--- src/assert_macros.svh ---
// assertion macros used by the top-level rtl file
// no dependencies
`ifndef ASSERT_MACROS_SVH
`define ASSERT_MACROS_SVH
// implication checked on every rising clock edge outside reset
`define ASSERT_IMPL(label, clk, rst_n, ante, cons) \
    label: assert property (@(posedge clk) disable iff (!rst_n) (ante) |-> (cons)) \
        else $error("assertion failed");
// next-cycle implication checked outside reset
`define ASSERT_NEXT(label, clk, rst_n, ante, cons) \
    label: assert property (@(posedge clk) disable iff (!rst_n) (ante) |=> (cons)) \
        else $error("assertion failed");
`endif

--- src/mppmu_ram.sv ---
// generic single-port-write, single-port-read ram with registered read
// no dependencies
module mppmu_ram #(
    parameter int WIDTH = 16,
    parameter int DEPTH = 16
) (
    input  logic                     clk,
    input  logic                     we,
    input  logic [$clog2(DEPTH)-1:0] waddr,
    input  logic [WIDTH-1:0]         wdata,
    input  logic [$clog2(DEPTH)-1:0] raddr,
    output logic [WIDTH-1:0]         rdata
);
    logic [WIDTH-1:0] mem [DEPTH];

    always_ff @(posedge clk)
    begin
        if (we)
        begin
            mem[waddr] <= wdata;
        end
        rdata <= mem[raddr];
    end
endmodule

--- config.mk ---
export PLATFORM = sky130hd
export DESIGN_NAME = mppmu_ram
export DESIGN_NICKNAME = d
export VERILOG_FILES = /design/src/assert_macros.svh /design/src/mppmu_ram.sv
export SDC_FILE = /design/constraint.sdc
export NUM_CORES = 1
export LEC_CHECK = 0
export BUFFER_PORTS_ARGS = -buffer_cell sky130_fd_sc_hd__buf_2
export CAP_MARGIN = 20
export CORE_ASPECT_RATIO = 1.4
export CORE_MARGIN = 5
export CORE_UTILIZATION = 35
export CTS_BUF_LIST = sky130_fd_sc_hd__clkbuf_16
export DETAILED_ROUTE_END_ITERATION = 7
export GPL_ROUTABILITY_DRIVEN = 0
export PLACE_DENSITY = 0.54
export REMOVE_ABC_BUFFERS = 1
export SYNTH_ARGS = -nofsm -noshare
export SYNTH_HDL_FRONTEND = slang
export SYNTH_SLANG_ARGS = --single-unit
--- constraint.sdc ---
create_clock -name clk -period 2.5 [get_ports clk]
set_input_delay 0.5 -clock clk [delete_from_list [all_inputs] [get_ports clk]]
set_output_delay 0.5 -clock clk [all_outputs]
set_load 0.005 [all_outputs]
==> out/qor.csv <==
stage;metric;value;unit
setup_path;worst-path maximum fanout;1;
setup_path;CP cell instances;buf_2;
die;Core Area;0.0284;mm^2
timing;Worst-Margin Slew;1060;ps
clock_tree;Worst-Skew Late Latency;530;ps
drt;number of remaining DRC errors;0;
synthesis;register area share after synthesis;79.7;%
timing;Hold Vio Cnt, Final;0;
drt;Routed Antenna Nets;0;
synthesis;register bit count reported by yosys;272;
final_layout;commonest non-fill, non-tap cell in the layout;edfxtp_1;
timing;crit share post-route;60.7;%
global_route;GRT Overall Usage;13.3;%
setup_path;Startpoint Class;register;
setup_path;top cell family by delay on the critical path;flip-flops;
clock_tree;CTS Buf Count;25;
synthesis;post-synthesis cell count;432;
job;max-cap violation count;0;
clock_tree;post-CTS setup buffer count;0;
timing;Final Setup Violations;0;
clock_tree;Max H-tree Level;1;
setup_path;crit path DAT;1020;ps
drt;drt via density;5.08;
setup_path;CP peak stage delay;360;ps
synthesis;Post-Synthesis Cell Area;0.0100;mm^2
die;Die Y;210;um
timing;Slew HR;29.1;%
setup_path;Critical path buffers and inverters;1;
final_layout;filler cell count in the final layout;2462;
synthesis;Ys Warns;0;
drt;WL/cell;23.8;um
die;chip width;153;um
drt;Initial DRC Count;461;
global_route;largest net degree at the start of global routing;39;
global_route;grt ovf;0;
clock_tree;CTS sink count;272;
clock_tree;clock-pin transition on the worst setup and hold timing paths;70;ps
global_route;vias in the first global route;4847;
placement;placed insts;854;
final_layout;ant diodes;0;
status;status;complete, no violations;
synthesis;Mean Syn Cell Area;23.2;um^2
synthesis;Cell variety after synth;19;
setup_path;Crit. End Element;primary output;
drt;DR pass1 iterations;5;
die;IO Pins;42;
placement;Port Buffers;41;
min_path;Hold Crit Class;input port to register;
power_and_ir_drop;VDD IR max;0.000474;V
clock_tree;root buffer cell;clkbuf_16;
global_route;first-pass GRT wire length;31800;um
die;Initial Util;35.4;%
timing;RSZ-0062 raised after global routing;false;
clock_tree;CTS tree;done;
timing;Final min period;1520;ps
timing;Max Slew Vio Count;0;
clock_tree;post_cts resized;0;
timing;FMAX;660;MHz
clock_tree;CTS max path bufs;3;
final_layout;commonest non-fill, non-tap cells in the layout;edfxtp_1, mux4_2, buf_2, a22oi_1, clkbuf_16;
clock_tree;Post-CTS Hold Buffers;0;
drt;Routed WL;21500;um
timing;Clock Skew;15.1;ps
die;# rows;73;
final_layout;final std cells w/o fill;901;
power_and_ir_drop;pwr/cell area;790;mW/mm^2
final_layout;fin nets;533;
global_route;initial antenna violation count;0;
final_layout;area delta synth->final;16.6;%
setup_path;Critical Path RT;2000;ps
setup_path;Crit Path Class;register to primary output;
die;die area;0.0322;mm^2
drt;via count;4573;
setup_path;Slowest-stage cell, CP;dfxtp_1;
placement;Post-DP HPWL;12500;um
power_and_ir_drop;Leakage;0.00380;uW
final_layout;Final Core Density;41.2;%
final_layout;layout cell share with drive strength beyond 1;33.8;%
-- area by class of cell --
type                    instances  area [um^2]  share of cell area [%]
flip-flops and latches        272         8010                    68.4
multi-input cells             139         1970                    16.8
clock buffers                  25          626                    5.34
repair buffers                 69          475                    4.06
well taps                     375          469                    4.01
clock inverters                21          161                    1.38
-- power breakdown --
group / leakage (uW) / internal, uW / switching [uW]
logic: 0.000957 / 198 / 258
clock network: 0.000396 / 2040 / 1620
registers: 0.00245 / 5090 / 28.4
total: 0.00380 / 7330 / 1910
-- routing by layer --
metal	global-route usage, %	up-vias	routed length (um)
li1	-	1990	-
met1	15.8	2441	7890
met2	25.0	115	12000
met3	1.89	27	1200
met4	3.87	0	413
met5	0	-	0
-- synth_stat cells --
| cell | n | area share [%] |
|---|---|---|
| edfxtp_1 | 256 | 77 |
| mux4_2 | 54 | 12 |
| a22oi_1 | 32 | 2.4 |
| nand2_1 | 17 | 0.64 |
| dfxtp_1 | 16 | 3.2 |
| nor2_1 | 13 | 0.49 |
| mux4_1 | 10 | 2.6 |
| clkbuf_1 | 8 | 0.30 |
| buf_6 | 4 | 0.45 |
| nor3_1 | 4 | 0.20 |
| buf_1 | 3 | 0.11 |
| buf_2 | 3 | 0.15 |
| buf_4 | 3 | 0.22 |
| nand2b_1 | 2 | 0.12 |
| nand3b_1 | 2 | 0.15 |
| nor2b_1 | 2 | 0.12 |
| and2_1 | 1 | 0.062 |
| nand3_1 | 1 | 0.050 |
| or3b_2 | 1 | 0.087 |
-- path summary, 6_finish.rpt --
check,slack (ps),from,depth (start not counted),to
max,980,rdata[7],1,rdata[7]
min reg2reg,660,mem[15][11],3,rdata[11]
max reg2reg,1190,mem[1][7],3,rdata[7]
min,340,wdata[5],1,mem[0][5]
-- per-stage QoR --
stage	setup TNS, ps	area (um^2)	total power, uW	hold WS (ps)	worst slack [ps]
floorplan	-881	9920	5420	599	-55.1
CTS	0	11700	9340	321	921
global placement	0	10900	5680	651	481
global route	0	11700	9560	338	926
detailed placement	0	10900	5690	649	465
finish	0	11700	9240	341	984
-- sequential cells by signal, summed over array words and instances (netlist names) --
signal / cells
mem: 256
rdata: 16
-- logic make-up after synthesis --
logic type / count (synthesis) / synth area share, %
simple gates: 43 / 1.92
buf+inv: 21 / 1.23
flops: 272 / 79.7
compound gates: 32 / 2.39
mux: 64 / 14.7
No activity file was read; power rests on OpenSTA's default activity.
