===== src/assert_macros.svh =====
// assertion macros used by the top-level rtl file
// no dependencies
`ifndef ASSERT_MACROS_SVH
`define ASSERT_MACROS_SVH
// implication checked on every rising clock edge outside reset
`define ASSERT_IMPL(label, clk, rst_n, ante, cons) \
    label: assert property (@(posedge clk) disable iff (!rst_n) (ante) |-> (cons)) \
        else $error("assertion failed");
// next-cycle implication checked outside reset
`define ASSERT_NEXT(label, clk, rst_n, ante, cons) \
    label: assert property (@(posedge clk) disable iff (!rst_n) (ante) |=> (cons)) \
        else $error("assertion failed");
`endif


===== src/mppmu_pkg.sv =====
// shared constants and types of the max-product potts message update block
// no dependencies
package mppmu_pkg;
    localparam int LABELS = 16;
    localparam int IDX_W = $clog2(LABELS);
    localparam int CNT_W = $clog2(LABELS + 1);
    localparam int VAL_W = 16;
    localparam int SUM_W = 24;
    localparam int FRAC = 14;
    localparam logic [15:0] ALPHA_ONE = 16'd32768;

    typedef logic [VAL_W-1:0] val_t;

    // saturating q2.14 product
    function automatic val_t qmul(input val_t x, input val_t y);
        logic [31:0] p;
        logic [17:0] s;
        begin
            p = {16'd0, x} * {16'd0, y};
            s = p[31:FRAC];
            qmul = (s > 18'd65535) ? 16'hFFFF : s[15:0];
        end
    endfunction
endpackage


===== src/mppmu_div.sv =====
// restoring divider: floor(num * 2^14 / den), one quotient bit a cycle
// depends on mppmu_pkg
module mppmu_div (
    input  logic                  clk,
    input  logic                  rst_n,
    input  logic                  start,
    input  logic [15:0]           num,
    input  logic [mppmu_pkg::SUM_W-1:0] den,
    output logic                  done,
    output logic [15:0]           quot
);
    localparam int NB = 30;
    logic [NB-1:0] dvd_reg, dvd_next;
    logic [mppmu_pkg::SUM_W:0] rem_reg, rem_next;
    logic [mppmu_pkg::SUM_W-1:0] den_reg, den_next;
    logic [4:0] cnt_reg, cnt_next;
    logic busy_reg, busy_next;
    logic [mppmu_pkg::SUM_W:0] sh;

    always_comb
    begin
        dvd_next = dvd_reg;
        rem_next = rem_reg;
        den_next = den_reg;
        cnt_next = cnt_reg;
        busy_next = busy_reg;
        sh = {rem_reg[mppmu_pkg::SUM_W-1:0], dvd_reg[NB-1]};
        done = 1'b0;
        if (start)
        begin
            dvd_next = {num, 14'd0};
            rem_next = '0;
            den_next = den;
            cnt_next = 5'(NB);
            busy_next = 1'b1;
        end
        else if (busy_reg)
        begin
            if (sh >= {1'b0, den_reg})
            begin
                rem_next = sh - {1'b0, den_reg};
                dvd_next = {dvd_reg[NB-2:0], 1'b1};
            end
            else
            begin
                rem_next = sh;
                dvd_next = {dvd_reg[NB-2:0], 1'b0};
            end
            cnt_next = cnt_reg - 5'd1;
            if (cnt_reg == 5'd1)
            begin
                busy_next = 1'b0;
                done = 1'b1;
            end
        end
    end

    // quotient fits 16 bits since num <= sum
    assign quot = dvd_next[15:0];

    always_ff @(posedge clk or negedge rst_n)
    begin
        if (!rst_n)
        begin
            busy_reg <= 1'b0;
            cnt_reg <= '0;
        end
        else
        begin
            busy_reg <= busy_next;
            cnt_reg <= cnt_next;
        end
    end

    always_ff @(posedge clk)
    begin
        dvd_reg <= dvd_next;
        rem_reg <= rem_next;
        den_reg <= den_next;
    end
endmodule


===== config.mk =====
export PLATFORM = sky130hd
export DESIGN_NAME = mppmu_div
export DESIGN_NICKNAME = d
export VERILOG_FILES = /design/src/assert_macros.svh /design/src/mppmu_pkg.sv /design/src/mppmu_div.sv
export SDC_FILE = /design/constraint.sdc
export NUM_CORES = 1
export LEC_CHECK = 0
export ABC_CLOCK_PERIOD_IN_PS = 3400
export BUFFER_PORTS_ARGS = -buffer_cell sky130_fd_sc_hd__buf_2
export CORE_MARGIN = 4
export CORE_UTILIZATION = 58
export CTS_CLUSTER_DIAMETER = 150
export CTS_CLUSTER_SIZE = 14
export DETAILED_ROUTE_END_ITERATION = 8
export PLACE_DENSITY = 0.8
export SLEW_MARGIN = 20
export SYNTH_ARGS = -nofsm -noshare
export SYNTH_HDL_FRONTEND = slang
export SYNTH_SLANG_ARGS = --single-unit

===== constraint.sdc =====
create_clock -name clk -period 3.4 [get_ports clk]
set_clock_uncertainty 0.2 [all_clocks]
set_input_delay 0.68 -clock clk [delete_from_list [all_inputs] [get_ports clk]]
set_output_delay 0.68 -clock clk [all_outputs]
set_load 0.02 [all_outputs]

==> summary.txt <==
Global routing
  – Grt ovf: 0
  – Largest net degree at the start of global routing: 47
  – All-layer global routing usage: roughly 20%
  – Antenna violations before repair: 0
  – First-pass GRT wire length: roughly 16000 um
  – Vias in the first global route: ~3400

Clocking
  – Number of clock sinks: 84
  – H-tree depth: 3
  – Maximum clock path buffer count: 2
  – CTS tree: done
  – Clk Latency, worst-skew pair: about 0.37 ns
  – CTS Buf Count: 9
  – Reg clk slew, reported paths: 0.09 ns
  – Clock root cell: clkbuf_8

Synth
  – Synthesized flop and latch total: 84
  – Synth Warn #: 0
  – Compound-Gate Fraction of Synth Area: about a fifth
  – Largest family of logic cells by synthesized area: compound AO/OA/AOI/OAI gates
  – Cells after Synth: approximately 470
  – Ys flop type: dfxtp_1
  – Register area share after synthesis: between 40% and 50%
  – Simple-gate share of the synthesized area: 11.1%
  – Net Count, Synth: ~540
  – Post-synthesis mux area share: under 10%
  – Netlist cell types: between 60 and 70
  – EDFF count, synth: 38
  – Ys async rst share: under 10%
  – Post-synthesis adder-cell area fraction: under 10%
  – Post-Synth XOR/XNOR Area: around 4.3%
  – Post-synthesis average cell area: 10.1 um2
  – Cell area after synthesis: 4700 um2

Placed design
  – PortBufs: ~60
  – Dpl hpwl: about 6700 um
  – GP Congestion: a little over 0.9
  – Post-Place Cells: around 600

Final layout
  – Area delta synth->final: 15.2%
  – Register area: approximately 2100 um2
  – Commonest non-fill, non-tap cell in the layout: buf_2
  – Fillers: 581
  – Non-Filler Instances: roughly 630
  – Commonest non-fill, non-tap cells in the layout: buf_2, nor2_1, dfxtp_1, edfxtp_1, nand2_1
  – Share of cells above drive strength 1: ~24%
  – Max FFs per register: 30
  – Nets: between 500 and 600
  – Multi-input gate area: between 2000 and 2500 um2
  – Ant. Diodes: 0

STA
  – Worst-Margin Slew: roughly 0.54 ns
  – Max Freq: roughly 300 MHz
  – Post-layout min period: ~3.3 ns
  – Final count of negative-setup-slack endpoints: 0
  – Slew HR: about 64%
  – Hold Fails Final Rpt: 0
  – Setup TNS: 0 ns
  – Tcrit/Tclk final: ~100%
  – Fin. max-slew vios: 0

Floorplanning
  – Die footprint: just under 10000 um2
  – # rows: 32
  – Die height: 98.0 um
  – Starting Density: between 60% and 70%
  – I/O pins: 60
  – Core area: between 7000 and 8000 um2
  – Die Span X: approximately 98 um

Pwr
  – Max IR drop VDD: about 0.00035 V
  – Pwr dens: 730 nW/um2
  – Leak Pwr: between 2 and 3 nW

Worst setup path
  – Maximum fanout along the worst path: 5
  – Worst R2R Start: den_reg[0]
  – Flop2flop setup slack: roughly 0.25 ns
  – Critical path class: reg -> out
  – Crit path DAT: roughly 2.4 ns
  – Req. time, crit path: ~2.5 ns
  – Worst Setup End Kind: output port
  – Reg2Reg Depth: 10
  – CP Launch Point: den_reg[3]
  – Startpoint types: register
  – Worst setup endpoint: quot[0]
  – Reg2reg end: rem_reg[22]

Route
  – DR pass1 iterations: 4
  – Final wirelength: 9840 um
  – DRC: 0
  – Initial drt markers: 141
  – Routed len/inst: approximately 16 um
  – DR vias: around 3500
  – Antenna-violating nets left: 0
  – Vias/cell: around 5.7

Run
  – Count of maximum capacitance violations: 0

Min path
  – Worst Hold Class: in -> reg

Outcome
  – Outcome: finished, final reports clean
## metrics by stage
step / total power, mW / worst slack, ns / utilization, % / hold WS, ns / cell area, um2
floorplan: 2.68 / 0.188 / - / 0.184 / 4700
global placement: 2.93 / 0.352 / 63.8 / 0.276 / 4980
detailed placement: 2.98 / 0.316 / 63.8 / 0.292 / 4980
CTS: 3.77 / 0.00989 / 66.9 / 0.263 / 5220
global route: 4.19 / -0.0563 / 69.3 / 0.257 / 5410
finish: 3.95 / 0.0813 / 69.3 / 0.274 / 5410
## Yosys cell counts, types with 3 or more instances
library cell	count	area [um2]
nor2_1	50	188
dfxtp_1	40	801
edfxtp_1	38	1140
inv_1	32	120
nand2_1	31	116
mux2i_1	29	290
ha_1	26	325
buf_4	16	120
clkbuf_1	16	60.1
o21ai_0	16	80.1
xnor2_1	16	140
a21o_1	15	113
a211oi_1	14	105
a21oi_1	14	70.1
a22o_1	13	114
and3_1	9	56.3
xor2_1	7	61.3
dfrtp_1	6	150
a31oi_1	5	31.3
nor2b_1	5	31.3
o21a_1	5	37.5
o31ai_1	5	37.5
nor3_1	4	20.0
a311oi_1	3	26.3
a31o_2	3	26.3
a32oi_1	3	26.3
nand3_1	3	15.0
## layout make-up
| class | count | share of cell area (%) |
|---|---|---|
| Clock buffer | 10 | 2.54 |
| Multi-Input combinational cell | 312 | 44.4 |
| Timing Repair Buffer | 79 | 8.33 |
| Inverter | 32 | 2.22 |
| Clock inverter | 6 | 1.41 |
| Sequential cell | 84 | 38.7 |
| Tap cell | 102 | 2.36 |
## critical path, stage by stage (launching register included)
cell and delay, ns:
edfxtp_1 0.35, inv_2 0.05, ha_4 0.30, nand3_4 0.08
o21bai_4 0.18, a31oi_4 0.25, a21oi_4 0.10, o21ai_4 0.21
a31oi_4 0.13, a211oi_2 0.25, buf_4 0.17
## where the power goes
part	switching [mW]	leakage [nW]	internal (mW)
Clock	0.397	0.111	0.374
Sequential	0.132	0.772	1.23
Combinational	0.960	1.63	0.854
Total	1.49	2.51	2.46
## worst min path at each step
stage	start	endpoint	cells after the start
after floorplan	rst_n	busy_reg	0
after global placement	rem_reg[23]	rem_reg[23]	2
after detailed placement	dvd_reg[0]	dvd_reg[0]	2
after CTS	den[21]	den_reg[21]	1
after global routing	den[19]	den_reg[19]	1
final	den[21]	den_reg[21]	1
## logic make-up (layout without fill, tap and decap cells)
group,after synthesis,after routing
flops,84,84
fa+ha+maj,27,27
compound gates,118,118
buf+inv,69,127
xor+xnor,23,23
mux,29,29
simple gates,115,115
## routing by layer
metal | track usage [%] | routed length (um)
met5 | 0 | 0
met4 | 5.96 | 155
met3 | 5.07 | 500
met2 | 33.5 | 4850
met1 | 25.6 | 4340
## what timing repair did
item | 4_1_cts | 5_1_grt
setup endpoints to repair | 1 | 1
setup buffers | 0 | 7
hold buffers | 1 | 0
endpoints found under the hold margin | 6 | 0
pin swaps | 1 | 8
resized for setup | 3 | 22
Power figures use the tool's default switching activity.
